$ cat src/design/bond_price_duration_convexity_defines.svh
// Assertion macros for the bond pricing block.
`ifndef BOND_PRICE_DURATION_CONVEXITY_DEFINES_SVH
`define BOND_PRICE_DURATION_CONVEXITY_DEFINES_SVH
`ifndef SYNTH
`define BPDC_ASSERT(lbl, clk, rstn, expr) \
  lbl: assert property (@(posedge clk) disable iff (!rstn) (expr)) \
    else $error("bpdc assertion failed");
`define BPDC_ASSERT_NEXT(lbl, clk, rstn, ante, cons) \
  lbl: assert property (@(posedge clk) disable iff (!rstn) (ante) |=> (cons)) \
    else $error("bpdc assertion failed");
`else
`define BPDC_ASSERT(lbl, clk, rstn, expr)
`define BPDC_ASSERT_NEXT(lbl, clk, rstn, ante, cons)
`endif
`endif

$ cat src/design/bpdc_pkg.sv
// Shared types, constants and helpers for the bond pricing block.
package bpdc_pkg;

  localparam int MAX_PERIODS_DEF = 64;
  localparam logic [31:0] BASIS_POINT = 32'd429497;
  localparam logic [63:0] U64_MAX = 64'hFFFF_FFFF_FFFF_FFFF;
  localparam logic [63:0] PRICE_MAX = 64'h0000_FFFF_FFFF_FFFF;
  localparam logic [63:0] M32 = 64'h0000_0000_FFFF_FFFF;
  localparam logic [63:0] DEN_BASE = 64'h0000_0002_0000_0000;

  localparam logic [1:0] REG_FACE = 2'd0;
  localparam logic [1:0] REG_COUPON = 2'd1;
  localparam logic [1:0] REG_PERIODS = 2'd2;

  localparam logic [6:0] K_V = 7'd81;
  localparam logic [6:0] K_MAC = 7'd23;
  localparam logic [6:0] K_MOD = 7'd33;
  localparam logic [6:0] K_CVX = 7'd16;

  typedef enum logic [1:0] {SH_1, SH_17, SH_48} sh_t;

  typedef struct packed {
    logic        start;
    logic [63:0] a;
    logic [63:0] b;
    sh_t         sh;
  } mul_req_t;

  typedef struct packed {
    logic        start;
    logic [63:0] num;
    logic [6:0]  k;
    logic [63:0] den;
  } div_req_t;

  typedef struct packed {
    logic        busy;
    logic        done;
    logic [63:0] value;
  } unit_rsp_t;

  function automatic logic [63:0] sat_add(input logic [63:0] a, input logic [63:0] b);
    logic [64:0] s;
    s = {1'b0, a} + {1'b0, b};
    return s[64] ? U64_MAX : s[63:0];
  endfunction

endpackage

$ cat src/design/bpdc_div.sv
// Bit-serial rounding divider: round(num * 2^k / den), saturating.
module bpdc_div (
  input  logic                 clk,
  input  logic                 rst_n,
  input  bpdc_pkg::div_req_t   req,
  output bpdc_pkg::unit_rsp_t  rsp
);
  import bpdc_pkg::*;

  typedef enum logic [1:0] {D_IDLE, D_LONG, D_FRAC, D_ROUND} dst_t;

  dst_t        st_r;
  logic [63:0] num_r, den_r, q_r, rem_r;
  logic [6:0]  k_r, cnt_r;
  logic        done_r;
  logic [64:0] lr, ldiff;
  logic        lbit, fbit;
  logic [63:0] lrem, fr, frem;

  assign lr    = {rem_r, num_r[63]};
  assign ldiff = lr - {1'b0, den_r};
  assign lbit  = (lr >= {1'b0, den_r});
  assign lrem  = lbit ? ldiff[63:0] : lr[63:0];
  assign fr    = {rem_r[62:0], 1'b0};
  assign fbit  = (fr >= den_r);
  assign frem  = fbit ? (fr - den_r) : fr;

  always_ff @(posedge clk) begin
    if (!rst_n) begin
      st_r   <= D_IDLE;
      done_r <= 1'b0;
      cnt_r  <= '0;
    end else begin
      done_r <= 1'b0;
      unique case (st_r)
        D_IDLE: begin
          if (req.start) begin
            num_r <= req.num;
            den_r <= req.den;
            k_r   <= req.k;
            q_r   <= '0;
            rem_r <= '0;
            cnt_r <= '0;
            st_r  <= D_LONG;
          end
        end
        D_LONG: begin
          num_r <= {num_r[62:0], 1'b0};
          rem_r <= lrem;
          q_r   <= {q_r[62:0], lbit};
          cnt_r <= cnt_r + 7'd1;
          if (cnt_r == 7'd63) begin
            cnt_r <= '0;
            st_r  <= D_FRAC;
          end
        end
        D_FRAC: begin
          if (cnt_r == k_r) begin
            st_r <= D_ROUND;
          end else if (q_r[63]) begin
            q_r    <= U64_MAX;
            done_r <= 1'b1;
            st_r   <= D_IDLE;
          end else begin
            rem_r <= frem;
            q_r   <= {q_r[62:0], fbit};
            cnt_r <= cnt_r + 7'd1;
          end
        end
        default: begin
          if (fbit && (q_r != U64_MAX)) q_r <= q_r + 64'd1;
          done_r <= 1'b1;
          st_r   <= D_IDLE;
        end
      endcase
    end
  end

  assign rsp.busy  = (st_r != D_IDLE);
  assign rsp.done  = done_r;
  assign rsp.value = q_r;
endmodule

$ cat config.mk
export PLATFORM = sky130hd
export DESIGN_NAME = bpdc_div
export DESIGN_NICKNAME = d
export VERILOG_FILES = /design/src/design/bond_price_duration_convexity_defines.svh /design/src/design/bpdc_pkg.sv /design/src/design/bpdc_div.sv
export SDC_FILE = /design/constraint.sdc
export NUM_CORES = 1
export LEC_CHECK = 0
export BUFFER_PORTS_ARGS = -buffer_cell sky130_fd_sc_hd__buf_4
export CORE_ASPECT_RATIO = 0.7
export CORE_MARGIN = 2
export CORE_UTILIZATION = 45
export CTS_BUF_LIST = sky130_fd_sc_hd__clkbuf_8
export DETAILED_ROUTE_END_ITERATION = 10
export SYNTH_ARGS = -nofsm -noshare
export SYNTH_HDL_FRONTEND = slang
export SYNTH_SLANG_ARGS = --single-unit
$ cat constraint.sdc
create_clock -name clk -period 7 [get_ports clk]
set_clock_uncertainty 0.15 [all_clocks]
set_input_delay 0.7 -clock clk [delete_from_list [all_inputs] [get_ports clk]]
set_output_delay 0.7 -clock clk [all_outputs]
set_load 0.005 [all_outputs]
==> flow_metrics.tcl <==
set metrics [dict create \
    status "finished, final reports clean" \
    worstSetupEndpointType "flip-flop" \
    routed_wl_um 68900 \
    yosysMostFrequentCell "edfxtp_1" \
    pwr-share-clk_pct 17.3 \
    worstMarginPinSlew_ns 1.35 \
    yosysTopAreaCellShare_pct 41.0 \
    rows 63 \
    p_sw_share_pct 45.1 \
    synth_top_area_cell "edfxtp_1" \
    gp_congestion 1.03 \
    leakage_uw 0.00838 \
    hold_class "in2reg" \
    place_hpwl_um 51200 \
    timing.final.crit_share_pct 71.7 \
    syn_inst 2006 \
    synthTopCellsByCount "edfxtp_1, o21ai_0, nand2_1, a21oi_1, nor2_1" \
    hold_start "req[24]" \
    drt_iter0_markers 2041 \
    path_max_fanout 15 \
    clkTransAtPathRegs_ns 0.07 \
    synth_edf_count 263 \
    clkLatencyLatePin_ns 0.66 \
    finalSetupViolCount 0 \
    numCtsBuffers 47 \
    grt_start_max_net_pins 72 \
    cts.sinks 273 \
    pwr-share-seq_pct 32.1 \
    reg2reg_from "rem_r[57]" \
    die_h_um 177 \
    pre_cts_ws_ns 2.28 \
    root_buffer "clkbuf_8" \
    fin_util_pct 52.0 \
    post_cts_buffers 0 \
    period_minus_slack_ns 5.02 \
    cts_hold_buf 0 \
    core_mm2 0.0423 \
    crit_arrival_ns 5.38 \
    hold_viol 0 \
    htree_num_levels 2 \
    syn_to_final_growth_pct 14.2 \
    grt_usage_pct 30.3 \
    die_w_um 251 \
    ys_seq_elements 273 \
    port_buffers 203 \
    dr.pass1.iters 6 \
    initial_core_util_pct 45.6 \
    irDropWorstVdd_mv 0.156 \
    ys_top_cells_by_area "edfxtp_1, o21ai_0, ha_1" \
    power_uw 8260 \
    critPathKind "reg2reg" \
    rsz0062_at_grt "no" \
    required_ns 7.36 \
    vias 17100 \
    antenna_found_initial 2 \
    power_switching_uw 3730 \
    finalSetupTns_ns 0 \
    drt-wirelength-per-cell_um 25.0 \
    globalRouteOverflowTotal 0 \
    slew_headroom_pct 9.18 \
    synth_ff_type "edfxtp_1" \
    grt_pass1_vias 15700 \
    async_reset_ff_share_pct 0 \
    drc_errors 0 \
    drive_above_1_share_pct 17.6 \
    dieArea_mm2 0.0445 \
    max_freq_ghz 0.199 \
    grt_first_pass_wirelength_um 101000 \
    cp-start-kind "flip-flop" \
    ys_warn_count 0 \
    clock_path_buffers 3 \
    startpoint "rem_r[57]" \
    combinationalPowerShare_pct 50.6 \
    cap_violations 0 \
    yosysSeqAreaShare_pct 42.1 \
    setup_ws_ns 1.98 \
    ioPinCount 204 \
    synth_cell_types 84 \
    netlist_area_mm2 0.0193 \
    synth_nets 2217 \
    cts_tree "yes" \
    ant_nets 0 \
    p_per_area_mw_per_mm2 376 \
    internal-power_uw 4530 \
    vias_per_cell 6.21 \
    cts_resized 0 \
    nets 2377 \
    syn_area_per_cell_um2 9.60 \
    final_max_slew_viol_count 0 \
]
==> layout make-up <==
class / instances / area [um^2]
Antenna cell: 1 / 2.50
Clock buffer: 47 / 647
Clock inverter: 37 / 229
Fill cell: 3961 / 20300
Inverter: 98 / 368
Multi-Input combinational cell: 1517 / 10200
Sequential cell: 273 / 8100
Tap cell: 552 / 691
Timing Repair Buffer: 229 / 1720
==> logic make-up (layout without fill, tap and decap cells) <==
kind of cell	Yosys count	after routing	synth area share [%]
compound gates	601	601	19.4
simple gates	532	532	13.3
flops	273	273	42.1
buf+inv	216	411	5.02
xor+xnor	170	170	7.73
mux	141	141	7.74
fa+ha+maj	73	73	4.82
other cells	0	1	0
==> cells in the final DEF (no fill, tap or decap), drive strengths merged, types with 19 or more instances in the layout <==
cell / Yosys / routed
a31oi: 21 / 21
nand4: 61 / 61
mux2: 63 / 63
o211ai: 19 / 19
ha: 71 / 71
nor3: 27 / 27
inv: 97 / 111
a21o: 24 / 24
buf: 77 / 229
mux2i: 78 / 78
nand3: 55 / 55
o22ai: 41 / 41
clkinv: 1 / 21
nand2: 201 / 201
a21oi: 142 / 142
and3: 20 / 20
nor2: 104 / 104
edfxtp: 263 / 263
xor2: 86 / 86
xnor2: 84 / 84
o21ai: 231 / 231
clkbuf: 41 / 47
==> worst paths after layout <==
path / end / slack [ns] / depth (start not counted)
min reg2reg: num_r[20] / 0.37 / 1
max reg2reg: rem_r[34] / 1.98 / 9
min: den_r[24] / 0.08 / 1
max: rem_r[34] / 1.98 / 9
==> power groups by stage <==
stage / Clock, uW / Sequential, uW / Combinational (uW)
after floorplan: 0 / 2620 / 2690
after global placement: 0 / 2660 / 3980
after detailed placement: 0 / 2680 / 4020
after CTS: 1480 / 2650 / 4040
after global routing: 1540 / 2700 / 4440
final: 1430 / 2650 / 4180
==> worst max-delay path, cell delays in order (launching register included) <==
cell and delay, ns:
edfxtp_1 0.41, ha_1 0.54, nand4_1 0.38, or3_1 0.52
nor4_1 0.49, a21oi_1 0.29, o21ai_4 0.29, nand3_1 1.02
o221ai_1 0.60, a22o_1 0.21
==> metal layers <==
| layer | share of wire (%) | vias up | track usage [%] |
|---|---|---|---|
| met1 | 48 | 8282 | 48.1 |
| met3 | 14 | 81 | 11.6 |
| met4 | 1.6 | 2 | 5.53 |
| met2 | 37 | 935 | 37.7 |
| li1 | - | 7815 | - |
| met5 | 0.12 | - | 1.43 |
==> flip-flops by register name, indices dropped and copies added (netlist names) <==
register / cells
k_r: 7
q_r: 64
cnt_r: 7
done_r: 1
rem_r: 64
st_r: 2
num_r: 64
den_r: 64
==> metrics by stage <==
step | hold slack [ns] | area (um^2) | std cells
3_3_place_gp | 0.357 | 21100 | 2669
3_5_place_dp | 0.370 | 21100 | 2669
4_1_cts | 0.0432 | 22000 | 2753
6_report | 0.0790 | 22000 | 2754
5_1_grt | 0.0555 | 22000 | 2753
2_1_floorplan | 0.322 | 19300 | 2006
Note: power is estimated with default switching activity, not from simulation.
